<file path="src/sv/pws_pkg.sv">
// Shared types and constants for the pulse word stream decoder.
package pws_pkg;

   // Width of the per-pulse sample counter and of the running totals.
   localparam int SAMPLE_COUNT_BITS = 16;
   localparam int TOTAL_BITS        = 32;

   localparam logic [SAMPLE_COUNT_BITS-1:0] SAMPLE_COUNT_MAX = '1;

   // Format codes carried in bits 55:52 of a word.
   localparam logic [3:0] FMT_HEADER   = 4'd0;
   localparam logic [3:0] FMT_STATUS   = 4'd1;
   localparam logic [3:0] FMT_SAMPLE11 = 4'd2;
   localparam logic [3:0] FMT_SAMPLE16 = 4'd3;
   localparam logic [3:0] FMT_BAD_MIN  = 4'd8;
   localparam logic [3:0] FMT_BAD_MAX  = 4'd15;

   // Result kind codes on the response channel.
   localparam logic [2:0] KIND_HEADER = 3'd0;
   localparam logic [2:0] KIND_STATUS = 3'd1;
   localparam logic [2:0] KIND_SAMPLE = 3'd2;
   localparam logic [2:0] KIND_ZERO   = 3'd3;
   localparam logic [2:0] KIND_BAD    = 3'd4;
   localparam logic [2:0] KIND_FLUSH  = 3'd5;

   // Index of the final result of a multi-result word.
   localparam logic [1:0] LAST_IDX_SINGLE   = 2'd0;
   localparam logic [1:0] LAST_IDX_SAMPLE11 = 2'd3;
   localparam logic [1:0] LAST_IDX_SAMPLE16 = 2'd2;

   // What a held word does.
   typedef enum logic [2:0] {
      OP_NONE,
      OP_FLUSH,
      OP_ZERO,
      OP_HEADER,
      OP_STATUS,
      OP_SAMPLE11,
      OP_SAMPLE16,
      OP_BAD
   } op_type;

   // One decoded input beat.
   typedef struct packed {
      op_type      op;
      logic [7:0]  channel;
      logic [47:0] payload;
      logic [1:0]  last_idx;
   } item_type;

endpackage

</file>
<file path="src/sv/pws_decode.sv">
// Classifies one raw input beat into an operation and its fields.
module pws_decode import pws_pkg::*; (
   input  logic [63:0] data_word,
   input  logic        flush,
   output item_type    item
);

   logic [3:0] fmt;

   assign fmt = data_word[55:52];

   // Split the word and pick the operation from flush and format.
   always_comb begin
      item.channel  = data_word[63:56];
      item.payload  = data_word[47:0];
      item.last_idx = LAST_IDX_SINGLE;
      item.op       = OP_NONE;
      if (flush) begin
         item.op = OP_FLUSH;
      end else begin
         unique case (fmt) inside
            FMT_HEADER: begin
               item.op = (data_word == '0) ? OP_ZERO : OP_HEADER;
            end
            FMT_STATUS: begin
               item.op = OP_STATUS;
            end
            FMT_SAMPLE11: begin
               item.op       = OP_SAMPLE11;
               item.last_idx = LAST_IDX_SAMPLE11;
            end
            FMT_SAMPLE16: begin
               item.op       = OP_SAMPLE16;
               item.last_idx = LAST_IDX_SAMPLE16;
            end
            [FMT_BAD_MIN:FMT_BAD_MAX]: begin
               item.op = OP_BAD;
            end
            default: begin
               item.op = OP_NONE;
            end
         endcase
      end
   end

endmodule

</file>
<file path="src/sv/pulse_word_stream_decoder.sv">
// A word's beat is accepted into the hold register; its results are built from there into the result register.
// One word per cycle for headers, status, zero, bad and flush words unless the output stalls;
// a sample word stays held until all its samples, four or three, have been emitted.
// Formats four to seven pass through the hold register without waiting on the output and give no result.
// Reset is synchronous and clears the pulse state, the totals and both valid flags.
module pulse_word_stream_decoder import pws_pkg::*; (
   input  logic               clock,
   input  logic               reset,
   input  logic               req_valid,
   output logic               req_ready,
   input  logic [63:0]        req_data_word,
   input  logic               req_flush,
   output logic               rsp_valid,
   input  logic               rsp_ready,
   output logic [2:0]         rsp_result_kind,
   output logic [7:0]         rsp_channel,
   output logic [47:0]        rsp_value48,
   output logic [7:0]         rsp_state_byte,
   output logic signed [15:0] rsp_sample,
   output logic [15:0]        rsp_sample_index,
   output logic               rsp_last,
   output logic               rsp_closed_previous,
   output logic [15:0]        rsp_closed_sample_count,
   output logic [31:0]        rsp_pulse_total,
   output logic [31:0]        rsp_zero_word_total,
   output logic [31:0]        rsp_bad_format_total
);

   item_type decoded;

   // Hold register for the word being worked on.
   logic     hold_valid_ff;
   item_type hold_item_ff;
   logic [1:0] hold_idx_ff;

   // Decoder state.
   logic                         pulse_open_ff, pulse_open_in;
   logic [7:0]                   cur_channel_ff, cur_channel_in;
   logic [SAMPLE_COUNT_BITS-1:0] sample_count_ff, sample_count_in;
   logic [TOTAL_BITS-1:0]        pulse_count_ff, pulse_count_in;
   logic [TOTAL_BITS-1:0]        zero_count_ff, zero_count_in;
   logic [TOTAL_BITS-1:0]        bad_count_ff, bad_count_in;

   // Result register.
   logic               rsp_valid_ff;
   logic [2:0]         kind_ff, kind_in;
   logic [7:0]         channel_ff, channel_in;
   logic [47:0]        value48_ff, value48_in;
   logic [7:0]         state_byte_ff, state_byte_in;
   logic signed [15:0] sample_ff, sample_in;
   logic [15:0]        sample_index_ff, sample_index_in;
   logic               last_ff, last_in;
   logic               closed_ff, closed_in;
   logic [15:0]        closed_count_ff, closed_count_in;
   logic [31:0]        pulse_total_ff, zero_total_ff, bad_total_ff;

   logic        out_free;
   logic        no_result;
   logic        emit;
   logic        is_last;
   logic        hold_done;
   logic        accept;
   logic [10:0] raw11;
   logic [15:0] raw16;

   pws_decode u_decode (
      .data_word (req_data_word),
      .flush     (req_flush),
      .item      (decoded)
   );

   // Handshake control between hold and result registers.
   assign out_free  = !rsp_valid_ff || rsp_ready;
   assign no_result = (hold_item_ff.op == OP_NONE);
   assign emit      = hold_valid_ff && !no_result && out_free;
   assign is_last   = (hold_idx_ff == hold_item_ff.last_idx);
   assign hold_done = hold_valid_ff && (no_result || (out_free && is_last));
   assign req_ready = !hold_valid_ff || hold_done;
   assign accept    = req_valid && req_ready;

   // Select the sample field addressed by the result index.
   always_comb begin
      case (hold_idx_ff)
         2'd0: raw11 = hold_item_ff.payload[10:0];
         2'd1: raw11 = hold_item_ff.payload[22:12];
         2'd2: raw11 = hold_item_ff.payload[34:24];
         default: raw11 = hold_item_ff.payload[46:36];
      endcase
      case (hold_idx_ff)
         2'd0: raw16 = hold_item_ff.payload[15:0];
         2'd1: raw16 = hold_item_ff.payload[31:16];
         2'd2: raw16 = hold_item_ff.payload[47:32];
         default: raw16 = '0;
      endcase
   end

   // Build the next result and the state it leaves behind.
   always_comb begin
      pulse_open_in   = pulse_open_ff;
      cur_channel_in  = cur_channel_ff;
      sample_count_in = sample_count_ff;
      pulse_count_in  = pulse_count_ff;
      zero_count_in   = zero_count_ff;
      bad_count_in    = bad_count_ff;
      kind_in         = KIND_FLUSH;
      channel_in      = '0;
      value48_in      = '0;
      state_byte_in   = '0;
      sample_in       = '0;
      sample_index_in = '0;
      last_in         = is_last;
      closed_in       = 1'b0;
      closed_count_in = '0;
      unique case (hold_item_ff.op)
         OP_FLUSH: begin
            kind_in         = KIND_FLUSH;
            channel_in      = cur_channel_ff;
            closed_in       = pulse_open_ff;
            closed_count_in = pulse_open_ff ? 16'(sample_count_ff) : 16'd0;
            pulse_open_in   = 1'b0;
            sample_count_in = '0;
         end
         OP_ZERO: begin
            kind_in       = KIND_ZERO;
            zero_count_in = zero_count_ff + 1'b1;
         end
         OP_HEADER: begin
            kind_in         = KIND_HEADER;
            channel_in      = hold_item_ff.channel;
            value48_in      = hold_item_ff.payload;
            closed_in       = pulse_open_ff;
            closed_count_in = pulse_open_ff ? 16'(sample_count_ff) : 16'd0;
            pulse_count_in  = pulse_count_ff + 1'b1;
            pulse_open_in   = 1'b1;
            cur_channel_in  = hold_item_ff.channel;
            sample_count_in = '0;
         end
         OP_STATUS: begin
            kind_in       = KIND_STATUS;
            channel_in    = hold_item_ff.channel;
            value48_in    = {8'd0, hold_item_ff.payload[39:0]};
            state_byte_in = hold_item_ff.payload[47:40];
         end
         OP_SAMPLE11, OP_SAMPLE16: begin
            kind_in         = KIND_SAMPLE;
            channel_in      = cur_channel_ff;
            sample_in       = (hold_item_ff.op == OP_SAMPLE11) ?
                              16'($signed(raw11)) : $signed(raw16);
            sample_index_in = 16'(sample_count_ff);
            if (sample_count_ff != SAMPLE_COUNT_MAX) begin
               sample_count_in = sample_count_ff + 1'b1;
            end
         end
         OP_BAD: begin
            kind_in      = KIND_BAD;
            channel_in   = hold_item_ff.channel;
            bad_count_in = bad_count_ff + 1'b1;
         end
         default: begin
            kind_in = KIND_FLUSH;
         end
      endcase
   end

   // Hold register: load on accept, step the result index while emitting.
   always_ff @(posedge clock) begin
      if (reset) begin
         hold_valid_ff <= 1'b0;
         hold_idx_ff   <= '0;
      end else if (accept) begin
         hold_valid_ff <= 1'b1;
         hold_idx_ff   <= '0;
      end else if (hold_done) begin
         hold_valid_ff <= 1'b0;
      end else if (emit) begin
         hold_idx_ff <= hold_idx_ff + 1'b1;
      end
   end

   always_ff @(posedge clock) begin
      if (accept) begin
         hold_item_ff <= decoded;
      end
   end

   // Decoder state advances with each result that leaves.
   always_ff @(posedge clock) begin
      if (reset) begin
         pulse_open_ff   <= 1'b0;
         cur_channel_ff  <= '0;
         sample_count_ff <= '0;
         pulse_count_ff  <= '0;
         zero_count_ff   <= '0;
         bad_count_ff    <= '0;
      end else if (emit) begin
         pulse_open_ff   <= pulse_open_in;
         cur_channel_ff  <= cur_channel_in;
         sample_count_ff <= sample_count_in;
         pulse_count_ff  <= pulse_count_in;
         zero_count_ff   <= zero_count_in;
         bad_count_ff    <= bad_count_in;
      end
   end

   // Result register valid flag.
   always_ff @(posedge clock) begin
      if (reset) begin
         rsp_valid_ff <= 1'b0;
      end else if (out_free) begin
         rsp_valid_ff <= emit;
      end
   end

   // Result register payload.
   always_ff @(posedge clock) begin
      if (emit) begin
         kind_ff         <= kind_in;
         channel_ff      <= channel_in;
         value48_ff      <= value48_in;
         state_byte_ff   <= state_byte_in;
         sample_ff       <= sample_in;
         sample_index_ff <= sample_index_in;
         last_ff         <= last_in;
         closed_ff       <= closed_in;
         closed_count_ff <= closed_count_in;
         pulse_total_ff  <= 32'(pulse_count_in);
         zero_total_ff   <= 32'(zero_count_in);
         bad_total_ff    <= 32'(bad_count_in);
      end
   end

   assign rsp_valid               = rsp_valid_ff;
   assign rsp_result_kind         = kind_ff;
   assign rsp_channel             = channel_ff;
   assign rsp_value48             = value48_ff;
   assign rsp_state_byte          = state_byte_ff;
   assign rsp_sample              = sample_ff;
   assign rsp_sample_index        = sample_index_ff;
   assign rsp_last                = last_ff;
   assign rsp_closed_previous     = closed_ff;
   assign rsp_closed_sample_count = closed_count_ff;
   assign rsp_pulse_total         = pulse_total_ff;
   assign rsp_zero_word_total     = zero_total_ff;
   assign rsp_bad_format_total    = bad_total_ff;

endmodule
</file>
<file path="config.mk">
export PLATFORM = sky130hd
export DESIGN_NAME = pulse_word_stream_decoder
export DESIGN_NICKNAME = d
export VERILOG_FILES = /design/src/sv/pws_pkg.sv /design/src/sv/pws_decode.sv /design/src/sv/pulse_word_stream_decoder.sv
export SDC_FILE = /design/constraint.sdc
export NUM_CORES = 1
export LEC_CHECK = 0
export BUFFER_PORTS_ARGS = -buffer_cell sky130_fd_sc_hd__buf_2
export CAP_MARGIN = 5
export CORE_MARGIN = 5
export CORE_UTILIZATION = 55
export DETAILED_ROUTE_END_ITERATION = 16
export PLACE_DENSITY = 0.75
export SLEW_MARGIN = 20
export SYNTH_ARGS = -nofsm -noshare
export SYNTH_HDL_FRONTEND = slang
export SYNTH_HIERARCHICAL = 1
export SYNTH_SLANG_ARGS = --single-unit
</file>
<file path="constraint.sdc">
create_clock -name clock -period 10.6 [get_ports clock]
set_clock_uncertainty 0.1 [all_clocks]
set_input_delay 1.06 -clock clock [delete_from_list [all_inputs] [get_ports clock]]
set_output_delay 1.06 -clock clock [all_outputs]
set_load 0.005 [all_outputs]
</file>
==> report_table.html <==
<table>
<tr><th>Metric</th><th>Value</th></tr>
<tr><th colspan="2">Outcome</th></tr>
<tr><td>Result of the run</td><td>completed</td></tr>
<tr><th colspan="2">GRT</th></tr>
<tr><td>Pin count of the biggest net entering global routing</td><td>111</td></tr>
<tr><td>Via count of the first global-routing pass</td><td>12240</td></tr>
<tr><td>Overall routing resource usage</td><td>22.96%</td></tr>
<tr><td>Antenna violations before repair</td><td>2</td></tr>
<tr><td>Global route overflow</td><td>0</td></tr>
<tr><td>First-pass GRT wire length</td><td>66200 um</td></tr>
<tr><th colspan="2">Layout</th></tr>
<tr><td>Fraction of layout cells with a size suffix above 1</td><td>21.36%</td></tr>
<tr><td>Final std cells w/o fill</td><td>2184</td></tr>
<tr><td>Area used by sequential logic in the layout</td><td>10730 um^2</td></tr>
<tr><td>Final design instance area without fill</td><td>20200 um^2</td></tr>
<tr><td>Final nets</td><td>1822</td></tr>
<tr><td>Leading cell type in the layout, fill and taps excluded</td><td>buf_2</td></tr>
<tr><td>Area occupied by multi-input gates</td><td>6003 um^2</td></tr>
<tr><td>Area added between synthesis and finish</td><td>14.93%</td></tr>
<tr><td>Filler cells</td><td>2484</td></tr>
<tr><td>Top library cells by usage in the layout, fill and taps aside</td><td>buf_2, edfxtp_1, nor2_1</td></tr>
<tr><th colspan="2">Yosys</th></tr>
<tr><td>Yosys reg bits</td><td>399</td></tr>
<tr><td>Share of the synthesized area in compound gates (AO/OA/AOI/OAI)</td><td>6.713%</td></tr>
<tr><td>Fraction of registers with async set/reset</td><td>0%</td></tr>
<tr><td>Mux share of post-synthesis cell area</td><td>0.8186%</td></tr>
<tr><td>Post-Syn Nets</td><td>1632</td></tr>
<tr><td>Largest family of logic cells by synthesized area</td><td>simple AND/OR/NAND/NOR gates</td></tr>
<tr><td>Gate count of the mapped netlist</td><td>1555</td></tr>
<tr><td>Area share of and/or/nand/nor cells after synthesis</td><td>18.48%</td></tr>
<tr><td>Yosys warning count</td><td>6</td></tr>
<tr><td>Count of flip-flops with a built-in enable after synthesis</td><td>274</td></tr>
<tr><td>Share of the synthesized netlist area taken by xor and xnor gates</td><td>7.474%</td></tr>
<tr><td>Number of unique standard cell types used by synthesis</td><td>56</td></tr>
<tr><td>Most used DFF post-synth</td><td>edfxtp_1</td></tr>
<tr><td>Synthesized area</td><td>17580 um^2</td></tr>
<tr><td>Share of synthesized cell area in full adder, half adder and majority cells</td><td>0.5695%</td></tr>
<tr><td>Share of synthesized area occupied by flip-flops and latches</td><td>61.05%</td></tr>
<tr><td>Mean instance size in the synthesized netlist</td><td>11.30 um^2</td></tr>
<tr><th colspan="2">Clock network</th></tr>
<tr><td>Hold bufs inserted after CTS</td><td>0</td></tr>
<tr><td>Htree depth</td><td>2</td></tr>
<tr><td>CTS Sinks</td><td>399</td></tr>
<tr><td>Root buffer cell</td><td>clkbuf_16</td></tr>
<tr><td>Setup Buffers After CTS</td><td>0</td></tr>
<tr><td>Post-cts repair resize count</td><td>0</td></tr>
<tr><td>Worst-skew pair later-pin latency</td><td>0.53 ns</td></tr>
<tr><td>TritonCTS clock tree</td><td>built</td></tr>
<tr><td>Clock buffer count from CTS</td><td>42</td></tr>
<tr><td>CTS max path bufs</td><td>3</td></tr>
<tr><td>Clock-pin slew of the registers on the worst-case setup and hold paths</td><td>0.06 ns</td></tr>
<tr><th colspan="2">STA</th></tr>
<tr><td>Sum Neg Setup Slack</td><td>0 ns</td></tr>
<tr><td>Final Max Tran Viols</td><td>0</td></tr>
<tr><td>Count of endpoints failing hold in the final timing report</td><td>0</td></tr>
<tr><td>Unrepaired setup endpoints after global routing</td><td>no</td></tr>
<tr><td>Final hold slack</td><td>0.3555 ns</td></tr>
<tr><td>Worst slew margin relative to its limit</td><td>29.17%</td></tr>
<tr><td>Worst slew pin tran</td><td>1.054 ns</td></tr>
<tr><td>Share of the clock period used by the worst path after layout</td><td>40.42%</td></tr>
<tr><td>Post-layout min period</td><td>4.284 ns</td></tr>
<tr><td>Peak clock frequency supported by timing</td><td>0.2334 GHz</td></tr>
<tr><td>Final number of setup-violating endpoints</td><td>0</td></tr>
<tr><th colspan="2">Floorplan</th></tr>
<tr><td>Vertical die dimension</td><td>188.8 um</td></tr>
<tr><td>Die area</td><td>35630 um^2</td></tr>
<tr><td>Effective utilization at floorplan</td><td>55.70%</td></tr>
<tr><td>Total number of placement rows</td><td>65</td></tr>
<tr><td>Total core area</td><td>31560 um^2</td></tr>
<tr><td>Top Ports</td><td>284</td></tr>
<tr><td>Width of the die</td><td>188.8 um</td></tr>
<tr><th colspan="2">Drt</th></tr>
<tr><td>Total DRC errors in the routed layout</td><td>0</td></tr>
<tr><td>Detailed-route wire length</td><td>41930 um</td></tr>
<tr><td>Vias per inst</td><td>5.813</td></tr>
<tr><td>Initial drt markers</td><td>1118</td></tr>
<tr><td>Post-detailed-route wirelength per cell</td><td>19.20 um</td></tr>
<tr><td>Remaining antenna violation count after routing</td><td>0</td></tr>
<tr><td>Drt first pass iters</td><td>9</td></tr>
<tr><td>Overall via count from detail_route</td><td>12700</td></tr>
<tr><th colspan="2">Setup path</th></tr>
<tr><td>CP max stage cell</td><td>edfxtp_1</td></tr>
<tr><td>Data required time of the worst path</td><td>10.95 ns</td></tr>
<tr><td>Stage delay of the slowest cell on the critical path</td><td>0.93 ns</td></tr>
<tr><td>Source of the worst register-to-register timing path</td><td>hold_item_ff[60]$_DFFE_PP_</td></tr>
<tr><td>R2R Setup Slk</td><td>6.32 ns</td></tr>
<tr><td>Top delay family on crit path</td><td>buffers and inverters</td></tr>
<tr><td>Worst setup SP type</td><td>flip-flop</td></tr>
<tr><td>CP Buf/Inv Count</td><td>3</td></tr>
<tr><td>Logic depth of the worst setup path including buffers</td><td>8</td></tr>
<tr><td>Crit path cell chain</td><td>or3_1 &gt; nand3_2 &gt; buf_4 &gt; inv_8 &gt; buf_4 &gt; nand4_1 &gt; or4_1 &gt; a21oi_1</td></tr>
<tr><td>Worst setup path startpoint</td><td>hold_item_ff[60]$_DFFE_PP_</td></tr>
<tr><td>Worst EP arrival</td><td>4.64 ns</td></tr>
<tr><td>Critical-path maximum fanout</td><td>110</td></tr>
<tr><td>Library cell appearing most often on the critical path</td><td>buf_4</td></tr>
<tr><td>Worst Reg2Reg Path Length in Cells</td><td>8</td></tr>
<tr><td>Critical path capture point type</td><td>flip-flop</td></tr>
<tr><td>Category of the most critical setup path</td><td>reg -&gt; reg</td></tr>
<tr><td>Worst r2r dst</td><td>pulse_count_ff[26]$_SDFFE_PP0P_</td></tr>
<tr><th colspan="2">Worst hold path</th></tr>
<tr><td>Hold Path Stages</td><td>2</td></tr>
<tr><td>Hold path startpoint</td><td>cur_channel_ff[6]$_SDFFE_PP0P_</td></tr>
<tr><td>Class of the most critical hold timing path</td><td>reg -&gt; reg</td></tr>
<tr><td>Endpoint with the worst hold slack</td><td>cur_channel_ff[6]$_SDFFE_PP0P_</td></tr>
<tr><th colspan="2">Run</th></tr>
<tr><td>Count of maximum capacitance violations</td><td>0</td></tr>
<tr><th colspan="2">Placement</th></tr>
<tr><td>Placed cell count</td><td>2103</td></tr>
<tr><td>Routability cong.</td><td>0.8788</td></tr>
<tr><td># port buffers</td><td>283</td></tr>
<tr><td>HPWL after detailed placement</td><td>28770 um</td></tr>
<tr><td>Area post-placement</td><td>18820 um^2</td></tr>
<tr><th colspan="2">Pwr</th></tr>
<tr><td>Leakage power of the design</td><td>0.007515 uW</td></tr>
<tr><td>Power Density</td><td>170.6 nW/um^2</td></tr>
<tr><td>Max VDD drop</td><td>128.3 uV</td></tr>
</table>
[tightest hold or removal path, cell delays in order, from the launching register on]
cell	delay [ns]
dfxtp_1	0.31
nand2_1	0.05
a21oi_1	0.05
[metal layers]
layer | vias to the layer above | global-route usage [%] | wire [um]
met4 | 0 | 6.306 | 1039
met3 | 78 | 5.780 | 3764
met1 | 6109 | 30.96 | 17330
met2 | 533 | 37.40 | 19800
li1 | 5975 | - | -
met5 | - | 0 | 0
[state kept, by name (all words and copies together) (netlist names), 2 cells and up]
signal / count
hold_item_ff: 61
rsp_value48: 48
bad_count_ff: 32
pulse_count_ff: 32
rsp_bad_format_total: 32
rsp_pulse_total: 32
rsp_zero_word_total: 32
zero_count_ff: 32
rsp_closed_sample_count: 16
rsp_sample: 16
rsp_sample_index: 16
sample_count_ff: 16
cur_channel_ff: 8
rsp_channel: 8
rsp_state_byte: 8
rsp_result_kind: 3
hold_idx_ff: 2
[synthesized netlist by cell type, types with 31 or more instances]
| cell | count | area share, % |
|---|---|---|
| nor4_1 | 36 | 1.3 |
| nand3_1 | 59 | 1.7 |
| a21oi_1 | 76 | 2.2 |
| and3_1 | 48 | 1.7 |
| nor2_1 | 142 | 3.0 |
| buf_4 | 57 | 2.4 |
| and2_1 | 58 | 2.1 |
| edfxtp_1 | 274 | 47 |
| xor2_1 | 80 | 4.0 |
| nand2_1 | 117 | 2.5 |
| nand4_1 | 58 | 2.1 |
| o21ai_0 | 31 | 0.88 |
| xnor2_1 | 70 | 3.5 |
| dfxtp_1 | 125 | 14 |
| clkbuf_1 | 80 | 1.7 |
| nor3_1 | 33 | 0.94 |
[worst max-delay path by stage]
| stage | endpoint | slack (ns) |
|---|---|---|
| 2_1_floorplan | pulse_count_ff[3]$_SDFFE_PP0P_ | 1.78 |
| 3_3_place_gp | pulse_count_ff[26]$_SDFFE_PP0P_ | 6.22 |
| 3_5_place_dp | pulse_count_ff[26]$_SDFFE_PP0P_ | 6.06 |
| 4_1_cts | pulse_count_ff[26]$_SDFFE_PP0P_ | 6.29 |
| 5_1_grt | pulse_count_ff[26]$_SDFFE_PP0P_ | 5.85 |
| 6_report | pulse_count_ff[26]$_SDFFE_PP0P_ | 6.32 |
[cell type report]
| class | instances | area share [%] |
|---|---|---|
| repair buffers | 293 | 7.395 |
| well taps | 402 | 2.490 |
| diodes | 3 | 0.03716 |
| clock buffers | 54 | 5.841 |
| clock inverters | 24 | 0.9539 |
| multi-input cells | 987 | 29.72 |
| flip-flops and latches | 399 | 53.12 |
| inverters | 22 | 0.4460 |
[cell families (layout without fill, tap and decap cells)]
logic type	count (synthesis)	in the layout
adders and majority gates	8	8
muxes	13	13
and+or+nand+nor	630	630
other	0	3
AOI/OAI and AO/OA	186	186
xor gates and xnor gates	150	150
buffers and inverters	169	393
DFF	399	399
[report_power, final]
group / switching [uW] / leakage, uW / total [uW] / internal, uW
logic: 136 / 0.00322 / 210 / 73.9
clock network: 593 / 0.000682 / 1450 / 860
registers: 36.9 / 0.00361 / 1780 / 1750
[stage by stage]
| stage | util (%) | power [uW] | setup slack, ns |
|---|---|---|---|
| final | 64.02 | 3447 | 6.316 |
| after global routing | 63.99 | 3566 | 5.852 |
| after CTS | 63.98 | 3473 | 6.291 |
| after detailed placement | 59.63 | 2027 | 6.063 |
| after global placement | 59.63 | 2021 | 6.225 |
| after floorplan | - | 1939 | 1.776 |
Power figures use the tool's default switching activity.
